File: src/rtl/core/pse_pkg.sv
// Package for the printable string extractor: payload structs, run state types,
// character constants and record codes. No dependencies.
`timescale 1ns / 1ps
`default_nettype none

package pse_pkg;

    localparam int MAX_MIN_LENGTH = 16;
    localparam int CFG_W          = 5;
    localparam int LEN_W          = $clog2(MAX_MIN_LENGTH + 1);
    localparam int IDX_W          = $clog2(MAX_MIN_LENGTH);

    localparam logic [CFG_W-1:0] MIN_LEN_RESET = 5'd4;

    localparam logic [7:0] PRINT_LO = 8'd32;
    localparam logic [7:0] PRINT_HI = 8'd126;
    localparam logic [7:0] CH_PAD   = 8'h3D;
    localparam logic [3:0] B64_MIN  = 4'd8;
    localparam logic [1:0] PAD_MAX  = 2'd2;

    localparam logic KIND_CHAR = 1'b0;
    localparam logic KIND_END  = 1'b1;

    typedef struct packed {
        logic [7:0] data_byte;
        logic       end_of_input;
    } in_t;

    typedef struct packed {
        logic [7:0] out_byte;
        logic       record_kind;
        logic       first_char;
        logic       looks_base64;
        logic       last_of_burst;
    } out_t;

    // Base64 pattern tracking state of the open run.
    typedef struct packed {
        logic [3:0] b64_char_count;
        logic [1:0] pad_count;
        logic       pattern_failed;
    } pat_t;

endpackage

`default_nettype wire

File: src/rtl/core/pse_ram.sv
// Generic single-write, single-read RAM with a registered read port.
// No dependencies.
`timescale 1ns / 1ps
`default_nettype none

module pse_ram #(
    parameter int WIDTH = 8,
    parameter int DEPTH = 16
) (
    input  wire logic                     aclk,
    input  wire logic                     we,
    input  wire logic [$clog2(DEPTH)-1:0] waddr,
    input  wire logic [WIDTH-1:0]         wdata,
    input  wire logic                     re,
    input  wire logic [$clog2(DEPTH)-1:0] raddr,
    output logic      [WIDTH-1:0]         rdata
);

    logic [WIDTH-1:0] mem [DEPTH];

    always_ff @(posedge aclk) begin
        if (we) begin
            mem[waddr] <= wdata;
        end
        if (re) begin
            rdata <= mem[raddr];
        end
    end

endmodule

`default_nettype wire

File: src/rtl/core/pse_pattern.sv
// Base64 pattern tracker: next pattern state for one printable byte.
// Depends on pse_pkg.
`timescale 1ns / 1ps
`default_nettype none

module pse_pattern (
    input  wire logic [7:0]  char_in,
    input  wire pse_pkg::pat_t pat_cur,
    output pse_pkg::pat_t      pat_next
);

    import pse_pkg::*;

    logic is_alpha;

    assign is_alpha = (char_in >= "A" && char_in <= "Z") ||
                      (char_in >= "a" && char_in <= "z") ||
                      (char_in >= "0" && char_in <= "9") ||
                      char_in == "+" || char_in == "/";

    always_comb begin
        pat_next = pat_cur;
        if (!pat_cur.pattern_failed) begin
            if (is_alpha) begin
                if (pat_cur.pad_count != 2'd0) begin
                    pat_next.pattern_failed = 1'b1;
                end else if (pat_cur.b64_char_count < B64_MIN) begin
                    pat_next.b64_char_count = pat_cur.b64_char_count + 4'd1;
                end
            end else if (char_in == CH_PAD) begin
                if (pat_cur.b64_char_count < B64_MIN || pat_cur.pad_count >= PAD_MAX) begin
                    pat_next.pattern_failed = 1'b1;
                end else begin
                    pat_next.pad_count = pat_cur.pad_count + 2'd1;
                end
            end else begin
                pat_next.pattern_failed = 1'b1;
            end
        end
    end

endmodule

`default_nettype wire

File: src/rtl/core/printable_string_extractor.sv
// A passed-through byte or an end record enters the output register at its input transfer.
// Throughput: one byte per cycle while a run is held or passes through, unless output stalls.
// A byte that brings a run to its threshold N releases the N-1 held bytes from the
// head memory, each read then sent, before sending itself; input waits meanwhile.
// Reset is synchronous, active low; the held-byte memory is not cleared.
// Depends on pse_pkg, pse_ram and pse_pattern.
`timescale 1ns / 1ps
`default_nettype none

module printable_string_extractor (
    input  wire logic                        aclk,
    input  wire logic                        aresetn,
    input  wire logic                        cfg_we,
    input  wire logic [pse_pkg::CFG_W-1:0]   cfg_wdata,
    input  wire logic                        s_valid,
    output logic                             s_ready,
    input  wire pse_pkg::in_t                s_data,
    output logic                             m_valid,
    input  wire logic                        m_ready,
    output pse_pkg::out_t                    m_data
);

    import pse_pkg::*;

    // The sequencer sits idle taking bytes, or drains the held head of a run:
    // it reads each held entry, sends it, and finally sends the byte that qualified.
    typedef enum logic [1:0] {
        ST_IDLE,
        ST_FETCH,
        ST_SEND,
        ST_FINAL
    } state_t;

    state_t            state_reg,     state_next;
    logic [CFG_W-1:0]  min_len_reg,   min_len_next;
    logic [LEN_W-1:0]  run_len_reg,   run_len_next;
    logic [LEN_W-1:0]  thr_reg,       thr_next;
    pat_t              pat_reg,       pat_next;
    logic [IDX_W-1:0]  drain_idx_reg, drain_idx_next;
    logic [7:0]        cur_byte_reg,  cur_byte_next;
    out_t              out_reg,       out_next;
    logic              out_vld_reg,   out_vld_next;

    pat_t              pat_upd;
    logic              slot_free;
    logic              accept;
    logic              printable;
    logic [LEN_W-1:0]  eff_min;
    logic [LEN_W-1:0]  thr_use;
    logic              ram_we;
    logic              ram_re;
    logic [7:0]        ram_rdata;

    pse_pattern u_pattern (
        .char_in  (s_data.data_byte),
        .pat_cur  (pat_reg),
        .pat_next (pat_upd)
    );

    // Holds the first threshold-1 bytes of the open run.
    pse_ram #(
        .WIDTH (8),
        .DEPTH (MAX_MIN_LENGTH)
    ) u_head_ram (
        .aclk  (aclk),
        .we    (ram_we),
        .waddr (run_len_reg[IDX_W-1:0]),
        .wdata (s_data.data_byte),
        .re    (ram_re),
        .raddr (drain_idx_reg),
        .rdata (ram_rdata)
    );

    // The output register may be loaded when it is empty or being emptied.
    assign slot_free = !out_vld_reg || m_ready;
    assign s_ready   = (state_reg == ST_IDLE) && slot_free;
    assign accept    = s_valid && s_ready;
    assign m_valid   = out_vld_reg;
    assign m_data    = out_reg;
    assign ram_re    = (state_reg == ST_FETCH);

    assign printable = !s_data.end_of_input &&
                       s_data.data_byte >= PRINT_LO && s_data.data_byte <= PRINT_HI;

    // A threshold of zero acts as one, and anything above the head depth is clamped.
    always_comb begin
        if (min_len_reg == '0) begin
            eff_min = LEN_W'(1);
        end else if (int'(min_len_reg) > MAX_MIN_LENGTH) begin
            eff_min = LEN_W'(MAX_MIN_LENGTH);
        end else begin
            eff_min = LEN_W'(min_len_reg);
        end
    end

    // The threshold is latched by the first byte of each run.
    assign thr_use = (run_len_reg == '0) ? eff_min : thr_reg;

    always_comb begin
        state_next     = state_reg;
        min_len_next   = cfg_we ? cfg_wdata : min_len_reg;
        run_len_next   = run_len_reg;
        thr_next       = thr_reg;
        pat_next       = pat_reg;
        drain_idx_next = drain_idx_reg;
        cur_byte_next  = cur_byte_reg;
        out_next       = out_reg;
        out_vld_next   = out_vld_reg && !m_ready;
        ram_we         = 1'b0;

        unique case (state_reg)
            ST_IDLE: begin
                if (accept) begin
                    if (printable) begin
                        thr_next = thr_use;
                        pat_next = pat_upd;
                        if (run_len_reg >= thr_use) begin
                            // Past the threshold: the byte passes straight through.
                            out_next     = '{s_data.data_byte, KIND_CHAR, 1'b0, 1'b0, 1'b1};
                            out_vld_next = 1'b1;
                        end else begin
                            run_len_next = run_len_reg + LEN_W'(1);
                            if (run_len_next == thr_use) begin
                                if (thr_use == LEN_W'(1)) begin
                                    out_next     = '{s_data.data_byte, KIND_CHAR,
                                                     1'b1, 1'b0, 1'b1};
                                    out_vld_next = 1'b1;
                                end else begin
                                    cur_byte_next  = s_data.data_byte;
                                    drain_idx_next = '0;
                                    state_next     = ST_FETCH;
                                end
                            end else begin
                                ram_we = 1'b1;
                            end
                        end
                    end else begin
                        // A non-printable byte or end of input closes the run.
                        if (run_len_reg != '0 && run_len_reg >= thr_reg) begin
                            out_next     = '{8'd0, KIND_END, 1'b0,
                                             !pat_reg.pattern_failed &&
                                             pat_reg.b64_char_count >= B64_MIN,
                                             1'b1};
                            out_vld_next = 1'b1;
                        end
                        run_len_next = '0;
                        pat_next     = '0;
                    end
                end
            end
            ST_FETCH: begin
                state_next = ST_SEND;
            end
            ST_SEND: begin
                if (slot_free) begin
                    out_next       = '{ram_rdata, KIND_CHAR, drain_idx_reg == '0, 1'b0, 1'b0};
                    out_vld_next   = 1'b1;
                    drain_idx_next = drain_idx_reg + IDX_W'(1);
                    if (LEN_W'(drain_idx_reg) == thr_reg - LEN_W'(2)) begin
                        state_next = ST_FINAL;
                    end else begin
                        state_next = ST_FETCH;
                    end
                end
            end
            ST_FINAL: begin
                if (slot_free) begin
                    out_next     = '{cur_byte_reg, KIND_CHAR, 1'b0, 1'b0, 1'b1};
                    out_vld_next = 1'b1;
                    state_next   = ST_IDLE;
                end
            end
            default: begin
                state_next = ST_IDLE;
            end
        endcase
    end

    always_ff @(posedge aclk) begin
        if (!aresetn) begin
            state_reg   <= ST_IDLE;
            min_len_reg <= MIN_LEN_RESET;
            run_len_reg <= '0;
            thr_reg     <= LEN_W'(MIN_LEN_RESET);
            pat_reg     <= '0;
            out_vld_reg <= 1'b0;
        end else begin
            state_reg   <= state_next;
            min_len_reg <= min_len_next;
            run_len_reg <= run_len_next;
            thr_reg     <= thr_next;
            pat_reg     <= pat_next;
            out_vld_reg <= out_vld_next;
        end
        drain_idx_reg <= drain_idx_next;
        cur_byte_reg  <= cur_byte_next;
        out_reg       <= out_next;
    end

endmodule

`default_nettype wire
File: config.mk
export PLATFORM = sky130hd
export DESIGN_NAME = printable_string_extractor
export DESIGN_NICKNAME = d
export VERILOG_FILES = /design/src/rtl/core/pse_pkg.sv /design/src/rtl/core/pse_ram.sv /design/src/rtl/core/pse_pattern.sv /design/src/rtl/core/printable_string_extractor.sv
export SDC_FILE = /design/constraint.sdc
export NUM_CORES = 1
export LEC_CHECK = 0
export BUFFER_PORTS_ARGS = -buffer_cell sky130_fd_sc_hd__buf_2
export CORE_ASPECT_RATIO = 1.75
export CORE_UTILIZATION = 56
export CTS_CLUSTER_DIAMETER = 100
export DETAILED_ROUTE_END_ITERATION = 8
export PLACE_DENSITY = 0.76
export REMOVE_ABC_BUFFERS = 1
export SYNTH_ARGS = -nofsm -noshare
export SYNTH_HDL_FRONTEND = slang
export SYNTH_SLANG_ARGS = --single-unit
File: constraint.sdc
create_clock -name aclk -period 3.9 [get_ports aclk]
set_input_delay 0.585 -clock aclk [delete_from_list [all_inputs] [get_ports aclk]]
set_output_delay 0.585 -clock aclk [all_outputs]
set_load 0.05 [all_outputs]
==> results of run 1 <==
[worst max path at each step]
| stage | start | to | depth (start not counted) |
|---|---|---|---|
| floorplan | run_len_reg[0] | m_data[0] | 9 |
| global placement | run_len_reg[0] | cur_byte_reg[6] | 13 |
| detailed placement | run_len_reg[0] | cur_byte_reg[1] | 11 |
| CTS | run_len_reg[0] | cur_byte_reg[4] | 11 |
| global route | run_len_reg[0] | u_head_ram.mem[0][4] | 12 |
| finish | run_len_reg[0] | u_head_ram.mem[9][1] | 13 |
[routing by layer]
metal  part of all wire, %  routed length [microns]  vias to the layer above
met3                   4.3                      882                       65
met1                    34                     6990                     2625
li1                      -                        -                     2362
met5                     0                        0                        -
met2                    56                    11700                      241
met4                   5.7                     1170                        0
[layout by cell type (no fill, tap or decap), types with 16 or more instances in the layout]
cell type	netlist	final
mux2i_1	43	43
dfxtp_1	25	25
o21ai_0	22	22
buf_2	0	32
buf_4	0	27
ha_1	18	18
mux4_2	16	16
a21oi_1	18	18
nand2_1	44	44
clkbuf_16	0	17
edfxtp_1	160	160
nor2_1	38	37
inv_1	18	18
[kinds of logic after synthesis]
logic type,synth area share [%]
AND/OR/NAND/NOR,9.71
AO/OA/AOI/OAI,8.38
adder cells (fa/ha/maj),2.74
flip-flops,64.5
multiplexers,10.8
buffers and inverters,2.51
XOR/XNOR,1.38
[area by class of cell]
type                            count  area share [%]
Inverter                           19           0.768
Clock buffer                       18            4.62
Clock inverter                     14            1.64
Multi-Input combinational cell    348            29.3
Timing Repair Buffer               60            4.12
Sequential cell                   185            57.1
Tap cell                          180            2.43
[through the flow]
step           utilization, %  worst slack (ps)  cells  instance area, sq um  hold WS [ps]
3_3_place_gp             60.5               288    792                  8700           457
2_1_floorplan               -               285    552                  8090           440
3_5_place_dp             60.5               186    792                  8700           467
5_1_grt                  64.6              5.69    824                  9290           399
6_report                 64.6               212    824                  9290           402
4_1_cts                  64.6               173    824                  9280           393
[power breakdown]
part           total [mW]  internal, mW  leakage (nW)  switching [mW]
Combinational       0.188        0.0595          1.22           0.128
Sequential           2.17          2.16          1.65          0.0126
Clock                1.65         0.856         0.278           0.793
Total                4.01          3.07          3.15           0.934
[critical path, stage by stage, from the launching register on]
cell	delay, ps
dfxtp_1	350
inv_1	170
ha_1	190
or4b_4	520
mux2i_2	200
ha_1	250
a2111oi_0	380
a222oi_1	170
buf_4	180
a211o_1	280
nor2_2	130
buf_12	160
and4b_1	230
buf_4	180
==> reports/results.tsv, run 1 <==
stage	metric	value	unit
global_route	met3 GRT Util	3.79	%
floorplanning	Die H	162	microns
clock_tree	cts bufs inserted	17	
layout	area of the multi-input gates	2720	sq um
global_route	largest net degree at the start of global routing	29	
power	Final Power	4.01	mW
floorplanning	Initial Util	57.2	%
timing	Slew HR	39.7	%
setup_path	Startpoint Class	flop	
setup_path	Reg2Reg Depth	13	
global_route	first-pass GRT wire length	30.6	mm
timing	worst clock skew	10.6	ps
clock_tree	Resize count post-CTS	0	
clock_tree	CTS tree	done	
power	pwr dens	431	nW/um^2
synthesis	post-synthesis sequential area ratio	64.5	%
layout	share of cells above drive strength 1	20.0	%
clock_tree	Root Buffer	clkbuf_16	
global_route	met2 Use GR	53.2	%
routing	DRT antenna net count	0	
layout	ANT cells	0	
hold_path	WHS Path Cells	3	
timing	Tcrit/Tclk final	94.6	%
timing	Final setup viols	0	
timing	minimum clock period after layout	3690	ps
run_status	outcome	finished, final reports clean	
setup_path	Reg2Reg Setup Slack	210	ps
layout	register cell area after layout	5310	sq um
setup_path	worst reg2reg startpoint	run_len_reg[0]	
synthesis	post-synth top area share	58.4	%
layout	Area Growth Syn to Fin	12.9	%
layout	max reg flops	128	
synthesis	number of synthesized flops with an enable pin	160	
clock_tree	post-CTS setup buffers	0	
power	LEAKAGE	3.15	nW
timing	max frequency	271	MHz
hold_path	worst min-delay path class	input port to flop	
timing	Setup TNS	0	ps
routing	Iter 0 DRT Violations	501	
timing	pin slew with the least headroom to its limit	905	ps
clock_tree	Skew-Pair Late Insertion Delay	430	ps
timing	max-slew violations	0	
global_route	busiest grt layer	met2	
floorplanning	Core Area	14400	sq um
synthesis	Primary FF master, synth	edfxtp_1	
routing	DRC	0	
routing	per-cell routed wire length	25.1	microns
place	I/O Buffers	32	
synthesis	Unique masters post-synth	58	
global_route	met1 Resource Use GR	29.9	%
global_route	total gr overflow	0	
floorplanning	Die ar.	15200	sq um
setup_path	R2R Path End	u_head_ram.mem[9][1]	
layout	layout net count	668	
floorplanning	Ports	33	
synthesis	Yosys reg bits	185	
clock_tree	Reg clk slew, reported paths	70	ps
setup_path	Data arrival, critical path	3820	ps
global_route	Total Routing Usage GR	28.8	%
clock_tree	maximum level of the CTS H-tree	4	
hold_path	endpoint with the worst hold slack	min_len_reg[4]	
timing	Final Hold Viols	0	
setup_path	CP endpoint kind	flop	
synthesis	most numerous cell in the Yosys netlist	edfxtp_1	
synthesis	Cell Area, Synth	8220	sq um
synthesis	Mean Syn Cell Area	14.1	sq um
synthesis	Async SR Flop Fraction	0	%
synthesis	synth top area cells	edfxtp_1, dfxtp_1, mux2i_1, mux4_2, ha_1	
synthesis	commonest cells in the netlist	edfxtp_1, nand2_1, mux2i_1	
synthesis	Synth warnings	0	
routing	Detailed Routing Iterations Pass 1	7	
timing	RSZ-0062 raised after global routing	no	
floorplanning	Die W	93.6	microns
power	Peak VDD IR	316	uV
synthesis	leading area contributor after synthesis	edfxtp_1	
routing	number of vias per cell	6.42	
synthesis	Post-Syn Instances	582	
routing	DRT Wirelength	20.7	mm
layout	# fillers	1039	
place	DP Wirelength	14.2	mm
clock_tree	CTS max path bufs	2	
clock_tree	# hold bufs at CTS	0	
layout	register with the highest flop count	u_head_ram.mem	
setup_path	critical path class	flop to flop	
clock_tree	Clock Sinks	185	
routing	routed vias	5293	
floorplanning	# rows	58	
place	Routability Congestion	0.938	
job	MaxCap Viol Count	0	
setup_path	CP max FO	15	
setup_path	Data required, critical path	4030	ps
global_route	initial antenna violation count	0	
hold_path	HP Start	cfg_wdata[4]	
global_route	vias in the first global route	5309	
(Power assumes the default switching activity.)
==> run 2: changes to the inputs <==
SETUP_SLACK_MARGIN = 0.3   (was not set)
==> run 2 against run 1 <==
Against the previous run: sequential power about the same; sequential share of layout area decreased by 1.6 points; via count increased by 1.8%; flip-flop and latch count unchanged; critical path type unchanged; first-iteration DRC count decreased by 2.6%.
==> reports/results.tsv, run 2 (synthesized netlist as in run 1, its figures left out) <==
stage	metric	value	unit
power	Clock power frac	41.0	%
clock_tree	Reg clk slew, reported paths	70	ps
timing	Final Hold Viols	0	
power	LEAKAGE	3.26	nW
power	combinational power share	5.1	%
timing	pin slew with the least headroom to its limit	917	ps
layout	Final Cell Area	9560	sq um
setup_path	Data required, critical path	4040	ps
place	Routability Congestion	0.938	
setup_path	critical path class	flop to flop	
layout	max reg flops	128	
power	sw frac	23.4	%
timing	minimum clock period after layout	3610	ps
clock_tree	maximum level of the CTS H-tree	4	
routing	DRT antenna net count	0	
floorplanning	Ports	33	
place	I/O Buffers	32	
routing	number of vias per cell	6.43	
power	Final Power	4.02	mW
floorplanning	Die W	93.6	microns
clock_tree	CTS tree	done	
place	total placed instance area	8700	sq um
layout	Area Growth Syn to Fin	16.2	%
global_route	initial antenna violation count	0	
timing	worst clock skew	10.1	ps
floorplanning	Core Area	14400	sq um
routing	routed vias	5386	
layout	share of cells above drive strength 1	23.3	%
routing	Iter 0 DRT Violations	488	
hold_path	HP Start	cfg_wdata[4]	
routing	DRC	0	
place	DP Wirelength	14.2	mm
layout	count of non-filler cells in the finished layout	838	
global_route	first-pass GRT wire length	30.7	mm
layout	# fillers	1007	
layout	most frequent cells in the layout	edfxtp_1, mux2i_1, nand2_1, nor2_1, buf_2	
run_status	outcome	finished, final reports clean	
timing	max frequency	277	MHz
power	Psw	0.940	mW
global_route	vias in the first global route	5337	
power	Peak VDD IR	317	uV
place	pre-CTS WS	186	ps
clock_tree	CTS max path bufs	2	
job	MaxCap Viol Count	0	
hold_path	worst min-delay path class	input port to flop	
timing	final worst slack	286	ps
global_route	total gr overflow	0	
routing	per-cell routed wire length	25.0	microns
clock_tree	Root Buffer	clkbuf_16	
setup_path	Data arrival, critical path	3750	ps
layout	register with the highest flop count	u_head_ram.mem	
floorplanning	Die H	162	microns
timing	RSZ-0062 raised after global routing	yes	
layout	ANT cells	0	
timing	Final setup viols	0	
layout	commonest non-fill, non-tap cell in the layout	edfxtp_1	
timing	Setup TNS	0	ps
global_route	largest net degree at the start of global routing	29	
global_route	Total Routing Usage GR	28.8	%
setup_path	Startpoint Class	flop	
place	Inst Count DP	792	
power	Seq pwr share	53.9	%
power	pwr dens	421	nW/um^2
setup_path	worst reg2reg startpoint	run_len_reg[0]	
power	Internal	3.08	mW
routing	Detailed Routing Iterations Pass 1	5	
routing	DRT Wirelength	20.9	mm
clock_tree	cts bufs inserted	17	
setup_path	Setup crit start	run_len_reg[0]	
timing	max-slew violations	0	
setup_path	CP max FO	8	
clock_tree	Clock Sinks	185	
layout	layout net count	682	
floorplanning	Die ar.	15200	sq um
setup_path	CP endpoint kind	flop	
timing	Tcrit/Tclk final	92.7	%
timing	Slew HR	38.8	%
clock_tree	Skew-Pair Late Insertion Delay	430	ps
floorplanning	Initial Util	57.2	%
floorplanning	# rows	58	
-- run 2: cell types whose count changed in the layout (fill, tap and decap cells not counted), moves of 2 or more --
cell and change:
and3_4 +3, ha_4 +2, inv_4 +2, and3_2 -2, buf_6 +11, dfxtp_4 +2, ha_1 -2, inv_1 -2
dfxtp_1 -2
-- run 2: repair_timing --
action | 4_1_cts | 5_1_grt
pin swaps | 1 | 7
gates cloned | 0 | 1
buffers inserted | 0 | 13
endpoints found under the setup margin | 128 | 148
endpoints found under the hold margin | 0 | 0
gates resized for setup | 9 | 34
hold buffers | 0 | 0
-- run 2: power by group through the flow --
stage / combinational, mW / clock (mW) / sequential (mW)
6_report: 0.205 / 1.65 / 2.17
5_1_grt: 0.221 / 1.73 / 2.17
4_1_cts: 0.186 / 1.66 / 2.17
3_5_place_dp: 0.185 / 0 / 2.21
3_3_place_gp: 0.182 / 0 / 2.21
2_1_floorplan: 0.0873 / 0 / 2.21
-- run 2: cell type report --
class                   instances  area [sq um]  share of cell area, %
clock buffers                  18           429                   4.49
clock inverters                14           153                   1.60
inverters                      19          76.3                  0.798
multi-input cells             348          2810                   29.4
flip-flops and latches        185          5310                   55.6
well taps                     180           225                   2.36
repair buffers                 74           554                   5.80
-- run 2: path summary, 6_finish.rpt --
| path | slack, ps | to | cells after the start |
|---|---|---|---|
| max | 290 | u_head_ram.mem[9][1] | 13 |
| min | 400 | min_len_reg[4] | 3 |
| max reg2reg | 290 | u_head_ram.mem[9][1] | 13 |
| min reg2reg | 470 | pat_reg[1] | 2 |
-- run 2: routing by layer --
| layer | vias up | track usage, % | share of wire (%) |
|---|---|---|---|
| met4 | 0 | 19.7 | 6.9 |
| met2 | 246 | 52.5 | 55 |
| met5 | - | 0 | 0 |
| met3 | 74 | 4.03 | 4.2 |
| met1 | 2668 | 30.0 | 34 |
| li1 | 2398 | - | - |
-- run 2: metrics by stage --
step / hold WS [ps] / utilization [%]
after floorplan: 440 / -
after global placement: 457 / 60.5
after detailed placement: 467 / 60.5
after CTS: 393 / 64.7
after global routing: 399 / 66.5
final: 403 / 66.5
-- run 2: worst max-delay path: stages (launching register included) --
cell and delay, ps:
dfxtp_4 370, inv_4 70, ha_4 120, or4b_4 540, mux2i_4 250, ha_4 210
a2111oi_4 300, a222oi_1 140, buf_4 180, a211o_1 330, nor2_4 240, buf_12 160
and4b_1 240, buf_6 150
